**src/sv/cws_pkg.sv**
```systemverilog
// ---------------------------------------------------------------------------
// cws_pkg: shared types and constants of the comment and whitespace stripper
// Holds the result word layout, the fixed byte codes and the register map.
// ---------------------------------------------------------------------------
package cws_pkg;

   localparam logic [7:0] NL_BYTE = 8'h0A;
   localparam logic [7:0] SP_BYTE = 8'h20;

   localparam logic [1:0] CSR_COMMENT_CHAR = 2'd0;
   localparam logic [1:0] CSR_QUOTE_CHAR   = 2'd1;
   localparam logic [1:0] CSR_ESCAPE_CHAR  = 2'd2;

   localparam logic [7:0] COMMENT_CHAR_RST = 8'd35;
   localparam logic [7:0] QUOTE_CHAR_RST   = 8'd34;
   localparam logic [7:0] ESCAPE_CHAR_RST  = 8'd92;

   typedef struct packed {
      logic [7:0] out_byte;
      logic       byte_valid;
      logic       run_last;
      logic       stream_end;
   } rsp_word_type;

endpackage

```
**src/sv/comment_whitespace_stripper_core.sv**
```systemverilog
// ---------------------------------------------------------------------------
// comment_whitespace_stripper_core: byte stream comment and space compactor
// Drops comments, squeezes spaces and newlines outside quotes and passes
// quoted strings through, with a two word result buffer.
// ---------------------------------------------------------------------------
// One input word is accepted per cycle and its results are decided in the
// same cycle and loaded into a two word result buffer. Most words give zero
// or one result, so the block runs at one word per cycle while rsp_stall
// is low. A word that gives two results fills the buffer, and the input
// then stalls while the first result drains. A word with req_in_last set
// ends the stream and always gives at least one result.
module comment_whitespace_stripper_core
   import cws_pkg::*;
(
   input  logic       clock,
   input  logic       reset,
   input  logic       req_valid,
   output logic       req_stall,
   input  logic [7:0] req_in_byte,
   input  logic       req_in_last,
   output logic       rsp_valid,
   input  logic       rsp_stall,
   output logic [7:0] rsp_out_byte,
   output logic       rsp_byte_valid,
   output logic       rsp_run_last,
   output logic       rsp_stream_end,
   input  logic       csr_wr_en,
   input  logic [1:0] csr_index,
   input  logic [7:0] csr_wr_data
);

   logic [7:0]   comment_char_ff;
   logic [7:0]   quote_char_ff;
   logic [7:0]   escape_char_ff;

   logic         in_comment_ff, in_comment_in;
   logic         in_quote_ff, in_quote_in;
   logic         after_escape_ff, after_escape_in;
   logic [7:0]   last_kept_ff, last_kept_in;
   logic         any_kept_ff, any_kept_in;
   logic         space_held_ff, space_held_in;

   rsp_word_type buf0_ff, buf0_in;
   rsp_word_type buf1_ff, buf1_in;
   logic [1:0]   count_ff, count_in;

   logic         req_accept;
   logic         rsp_accept;
   logic         keep;
   logic         drop_space;
   logic         flush_held;
   logic         put_byte;
   logic         put_final;
   logic         held_after;
   logic [1:0]   n_res;
   rsp_word_type res0;
   rsp_word_type res1;

   assign rsp_valid  = (count_ff != 2'd0);
   assign rsp_accept = rsp_valid && !rsp_stall;
   assign req_stall  = (count_ff == 2'd2) || ((count_ff == 2'd1) && rsp_stall);
   assign req_accept = req_valid && !req_stall;

   assign rsp_out_byte   = buf0_ff.out_byte;
   assign rsp_byte_valid = buf0_ff.byte_valid;
   assign rsp_run_last   = buf0_ff.run_last;
   assign rsp_stream_end = buf0_ff.stream_end;

   always_comb begin
      in_comment_in   = in_comment_ff;
      in_quote_in     = in_quote_ff;
      after_escape_in = after_escape_ff;
      keep            = 1'b0;
      drop_space      = 1'b0;

      if (in_comment_ff) begin
         if (req_in_byte == NL_BYTE) begin
            in_comment_in = 1'b0;
         end
      end else if (after_escape_ff) begin
         keep            = 1'b1;
         after_escape_in = 1'b0;
      end else if (in_quote_ff) begin
         keep = 1'b1;
         if (req_in_byte == escape_char_ff) begin
            after_escape_in = 1'b1;
         end else if (req_in_byte == quote_char_ff) begin
            in_quote_in = 1'b0;
         end
      end else if (req_in_byte == comment_char_ff) begin
         in_comment_in = 1'b1;
      end else if (req_in_byte == quote_char_ff) begin
         keep        = 1'b1;
         in_quote_in = 1'b1;
      end else if ((req_in_byte != NL_BYTE && req_in_byte != SP_BYTE) || !any_kept_ff ||
                   last_kept_ff != req_in_byte) begin
         drop_space = (req_in_byte == NL_BYTE) && any_kept_ff && (last_kept_ff == SP_BYTE);
         keep = !((req_in_byte == SP_BYTE) && any_kept_ff && (last_kept_ff == NL_BYTE));
      end

      flush_held = keep && space_held_ff && !drop_space;
      put_byte   = keep && (req_in_byte != SP_BYTE);
      held_after = keep ? (req_in_byte == SP_BYTE) : space_held_ff;
      put_final  = req_in_last && held_after;

      n_res = {1'b0, flush_held} + {1'b0, put_byte} + {1'b0, put_final};
      if (req_in_last && n_res == 2'd0) begin
         n_res = 2'd1;
      end

      res0 = '0;
      res1 = '0;
      if (flush_held || put_final) begin
         res0.out_byte   = SP_BYTE;
         res0.byte_valid = 1'b1;
      end else if (put_byte) begin
         res0.out_byte   = req_in_byte;
         res0.byte_valid = 1'b1;
      end
      if (flush_held && put_byte) begin
         res1.out_byte   = req_in_byte;
         res1.byte_valid = 1'b1;
      end else begin
         res1.out_byte   = SP_BYTE;
         res1.byte_valid = 1'b1;
      end
      if (n_res == 2'd2) begin
         res1.run_last   = 1'b1;
         res1.stream_end = req_in_last;
      end else begin
         res0.run_last   = 1'b1;
         res0.stream_end = req_in_last;
      end

      last_kept_in  = keep ? req_in_byte : last_kept_ff;
      any_kept_in   = any_kept_ff || keep;
      space_held_in = held_after;
      if (req_in_last) begin
         in_comment_in   = 1'b0;
         in_quote_in     = 1'b0;
         after_escape_in = 1'b0;
         last_kept_in    = '0;
         any_kept_in     = 1'b0;
         space_held_in   = 1'b0;
      end

      // The input is only taken when the buffer is empty after this cycle's pop.
      buf0_in  = buf0_ff;
      buf1_in  = buf1_ff;
      count_in = count_ff;
      if (req_accept) begin
         buf0_in  = res0;
         buf1_in  = res1;
         count_in = n_res;
      end else if (rsp_accept) begin
         buf0_in  = buf1_ff;
         count_in = count_ff - 2'd1;
      end
   end

   always_ff @(posedge clock) begin
      if (reset) begin
         comment_char_ff <= COMMENT_CHAR_RST;
         quote_char_ff   <= QUOTE_CHAR_RST;
         escape_char_ff  <= ESCAPE_CHAR_RST;
         in_comment_ff   <= 1'b0;
         in_quote_ff     <= 1'b0;
         after_escape_ff <= 1'b0;
         last_kept_ff    <= '0;
         any_kept_ff     <= 1'b0;
         space_held_ff   <= 1'b0;
         count_ff        <= 2'd0;
      end else begin
         if (csr_wr_en) begin
            case (csr_index)
               CSR_COMMENT_CHAR: comment_char_ff <= csr_wr_data;
               CSR_QUOTE_CHAR:   quote_char_ff   <= csr_wr_data;
               CSR_ESCAPE_CHAR:  escape_char_ff  <= csr_wr_data;
               default: ;
            endcase
         end
         if (req_accept) begin
            in_comment_ff   <= in_comment_in;
            in_quote_ff     <= in_quote_in;
            after_escape_ff <= after_escape_in;
            last_kept_ff    <= last_kept_in;
            any_kept_ff     <= any_kept_in;
            space_held_ff   <= space_held_in;
         end
         count_ff <= count_in;
      end
   end

   always_ff @(posedge clock) begin
      buf0_ff <= buf0_in;
      buf1_ff <= buf1_in;
   end

   a_count_range: assert property (@(posedge clock) disable iff (reset)
      count_ff != 2'd3)
      else $error("result buffer count out of range");

   a_full_stalls: assert property (@(posedge clock) disable iff (reset)
      (count_ff == 2'd2) |-> req_stall)
      else $error("input taken while result buffer is full");

   a_last_clears: assert property (@(posedge clock) disable iff (reset)
      (req_accept && req_in_last) |=> (!in_quote_ff && !space_held_ff && !any_kept_ff))
      else $error("stream state not cleared after end word");

   a_end_is_run_last: assert property (@(posedge clock) disable iff (reset)
      (rsp_valid && rsp_stream_end) |-> rsp_run_last)
      else $error("stream end on a word that is not the last of its run");

   a_bare_only_at_end: assert property (@(posedge clock) disable iff (reset)
      (rsp_valid && !rsp_byte_valid) |-> (rsp_stream_end && rsp_out_byte == 8'd0))
      else $error("bare result outside stream end");

endmodule
```
**config.mk**
```make
export PLATFORM = sky130hd
export DESIGN_NAME = comment_whitespace_stripper_core
export DESIGN_NICKNAME = d
export VERILOG_FILES = /design/src/sv/cws_pkg.sv /design/src/sv/comment_whitespace_stripper_core.sv
export SDC_FILE = /design/constraint.sdc
export NUM_CORES = 1
export LEC_CHECK = 0
export ABC_AREA = 1
export BUFFER_PORTS_ARGS = -buffer_cell sky130_fd_sc_hd__buf_4
export CORE_MARGIN = 4
export CORE_UTILIZATION = 50
export DETAILED_ROUTE_END_ITERATION = 8
export PLACE_DENSITY_LB_ADDON = 0.15
export SETUP_SLACK_MARGIN = 0.05
export SLEW_MARGIN = 20
export SYNTH_ARGS = -nofsm -noshare
export SYNTH_HDL_FRONTEND = slang
export SYNTH_SLANG_ARGS = --single-unit
```
**constraint.sdc**
```tcl
create_clock -name clock -period 3.36 [get_ports clock]
set_clock_uncertainty 0.1 [all_clocks]
set_input_delay 0.504 -clock clock [delete_from_list [all_inputs] [get_ports clock]]
set_output_delay 0.504 -clock clock [all_outputs]
set_load 0.01 [all_outputs]
```
==> out/results.tsv <==
metric	value	unit
Slowest-stage cell, CP	fa_1	
gpl congestion	0.950	
Most Frequent Cell on Critical Path	nand2_1	
ANT nets after route	0	
vias per inst	5.29	
GRT Total Usage	21.3	%
Final HPWL DP	5.58	mm
grt ovf	0	
HP Start	csr_wr_data[3]	
Max Cap Violations	0	
DRC Markers	0	
post-synthesis sequential area ratio	44.0	%
htree depth	3	
crit end category	flip-flop	
met1 wire length	3.60	mm
Worst-path clk slew	0.07	ns
setup ws final	0.524	ns
worst slew pin tran	0.781	ns
syn avg cell area	7.62	um2
Max transition margin	47.6	%
Final #Nets	488	
count of final max-slew check failures	0	
CP delay by family, top	simple AND/OR/NAND/NOR gates	
status	finished clean	
clock network power share	37.8	%
DR iter-0 viols	184	
post-route insts no fill	539	
area share of the largest cell type after synthesis	24.3	%
Mapped Nets	450	
drt total wl	7.72	mm
initial antenna violation count	0	
crit share post-route	84.4	%
Multi-input gate area	1500	um2
Filler Cell Count	554	
most common cell after layout, fill and taps aside	nand2_1	
chip width	88.1	um
Pint	0.00136	W
Hold Path Depth	3	
Netlist cell types	36	
clk_lat worst skew	0.34	ns
area grow syn2layout	16.5	%
Critical Path RT	3.34	ns
Setup Fix Bufs, Post-CTS	0	
die area	7760	um2
worst-path maximum fanout	5	
Inserted Clock Buffers	9	
Post-synth EDFFs	21	
final instance area	3740	um2
number of global-route vias before repair	2696	
core area	6060	um2
Total Power	0.00189	W
row count	28	
switching share of power	27.7	%
CTS sink count	60	
Pre-antenna DRT Iters	5	
sequential share of power	44.9	%
Root Driver	clkbuf_8	
met3 routed WL	415	um
Initial Util	52.9	%
Hold-fix buffers, CTS	0	
Critical Path, Cell by Cell	inv_1 -> nand2_1 -> nand2_1 -> nor2_1 -> nand2_1 -> nor2_1 -> nor2_1 -> nand2_1 -> nand2_2 -> nand3_2 -> nand3_1 -> inv_1 -> fa_1 -> a21oi_1 -> inv_1 -> o21ai_0 -> o21ai_0	
vias	2852	
met2 wire length	3.53	mm
R2R cell count	17	
crit start category	flip-flop	
Synth Flop Type	dfxtp_1	
pwr dens	505	nW/um2
placed insts	523	
final number of setup-violating endpoints	0	
path type of the worst min-delay path	input pin to flip-flop	
largest net degree at the start of global routing	29	
Post-Syn Instances	421	
P_leak	1.62	nW
FF+latch area	1410	um2
Synth Warn #	0	
worst r2r src	comment_char_ff[1]	
share of cells above drive strength 1	18.5	%
CP bufs+invs	3	
# resized after CTS	0	
top cells by area, synth	dfxtp_1, edfxtp_1, nand2_1	
Max stage delay on crit path	0.40	ns
R2R setup slack	0.52	ns
io pins	37	
CTS tree	built	
Antenna Diode Count	0	
maximum clock frequency	353	MHz
global-route wire length before repair	12.7	mm
Hold EP	escape_char_ff[3]	
area leader, netlist	dfxtp_1	
wire length per cell	14.3	um
PortBufs	36	
top sig layer	met4	
reg-to-reg endpoint	rsp_stream_end	
pre-CTS setup slack	0.238	ns
final hold violation count	0	
Clock Tree Buf Depth	2	
overall die height	88.1	um
area of the mapped netlist	3210	um2
CP Class	flip-flop to flip-flop	
flops & latches, synth	60	
VDD IR-drop max	0.000353	V
crit path DAT	2.82	ns
Setup crit start	comment_char_ff[1]	
unrepaired setup endpoints after global routing	no	
TNS Setup	0	ns
Sw Pwr	0.000523	W
crit path time final	2.84	ns
Gate power share	17.3	%
commonest non-fill, non-tap cells in the layout	nand2_1, inv_1, nor2_1, buf_4, dfxtp_1	
ys async rst share	0	%
placed instance area	3520	um2
## metal layers
| layer | track usage, % | vias up |
|---|---|---|
| li1 | - | 1446 |
| met1 | 28.0 | 1302 |
| met2 | 34.5 | 87 |
| met3 | 3.67 | 17 |
| met4 | 9.34 | 0 |
| met5 | 0 | - |
## power groups by stage
stage	combinational [W]	clock, W	sequential, W
after global routing	0.000366	0.000748	0.000851
after detailed placement	0.000328	0	0.000863
after floorplan	0.000195	0	0.000870
final	0.000327	0.000714	0.000847
after global placement	0.000322	0	0.000861
after CTS	0.000329	0.000723	0.000847
## worst min-delay path, stage by stage
cell and delay [ns]:
buf_4 0.09, nand2_1 0.05, nand3_1 0.05
## sequential cells by signal, summed over array words and instances, names as in the netlist
register         cells
space_held_ff        1
rsp_run_last         1
rsp_out_byte         8
in_comment_ff        1
in_quote_ff          1
rsp_byte_valid       1
count_ff             2
any_kept_ff          1
escape_char_ff       8
quote_char_ff        8
rsp_stream_end       1
last_kept_ff         8
after_escape_ff      1
buf1_ff             10
comment_char_ff      8
## metrics by stage
stage / util (%) / hold slack, ns
final: 61.6 / 0.278
after global routing: 61.6 / 0.273
after CTS: 61.6 / 0.271
after detailed placement: 58.1 / 0.366
after global placement: 58.1 / 0.362
after floorplan: - / 0.344
## synth_stat cells, types with 7 or more instances
library cell    n
inv_1          42
xnor2_1         8
a21oi_1        26
nand2_1       109
nand4_1        16
inv_2           8
o21ai_0        21
nand3_1        22
nor3_1          7
edfxtp_1       21
dfxtp_1        39
o21ai_2         7
nor2_1         42
xor2_1          7
## final cells by class
class | instances | area share (%)
Clock buffer | 9 | 3.32
Clock inverter | 7 | 2.44
Sequential cell | 60 | 37.8
Multi-Input combinational cell | 292 | 40.1
Tap cell | 75 | 2.51
Timing Repair Buffer | 41 | 8.24
Inverter | 55 | 5.59
## cells by family after synthesis
family          count (synthesis)  share of synthesized area (%)
simple gates                  210                           29.2
flops                          60                           44.0
compound gates                 61                           10.9
fa+ha+maj                       5                           2.18
mux                             1                          0.312
buf+inv                        69                           9.28
xor+xnor                       15                           4.10
## worst max path at each step
stage,to,slack [ns],depth (start not counted)
floorplan,rsp_stream_end,0.52,19
global placement,rsp_stream_end,0.31,18
detailed placement,rsp_stream_end,0.24,18
CTS,rsp_stream_end,0.58,17
global route,rsp_stream_end,0.28,17
finish,rsp_stream_end,0.52,17
Note: power is estimated with default switching activity, not from simulation.
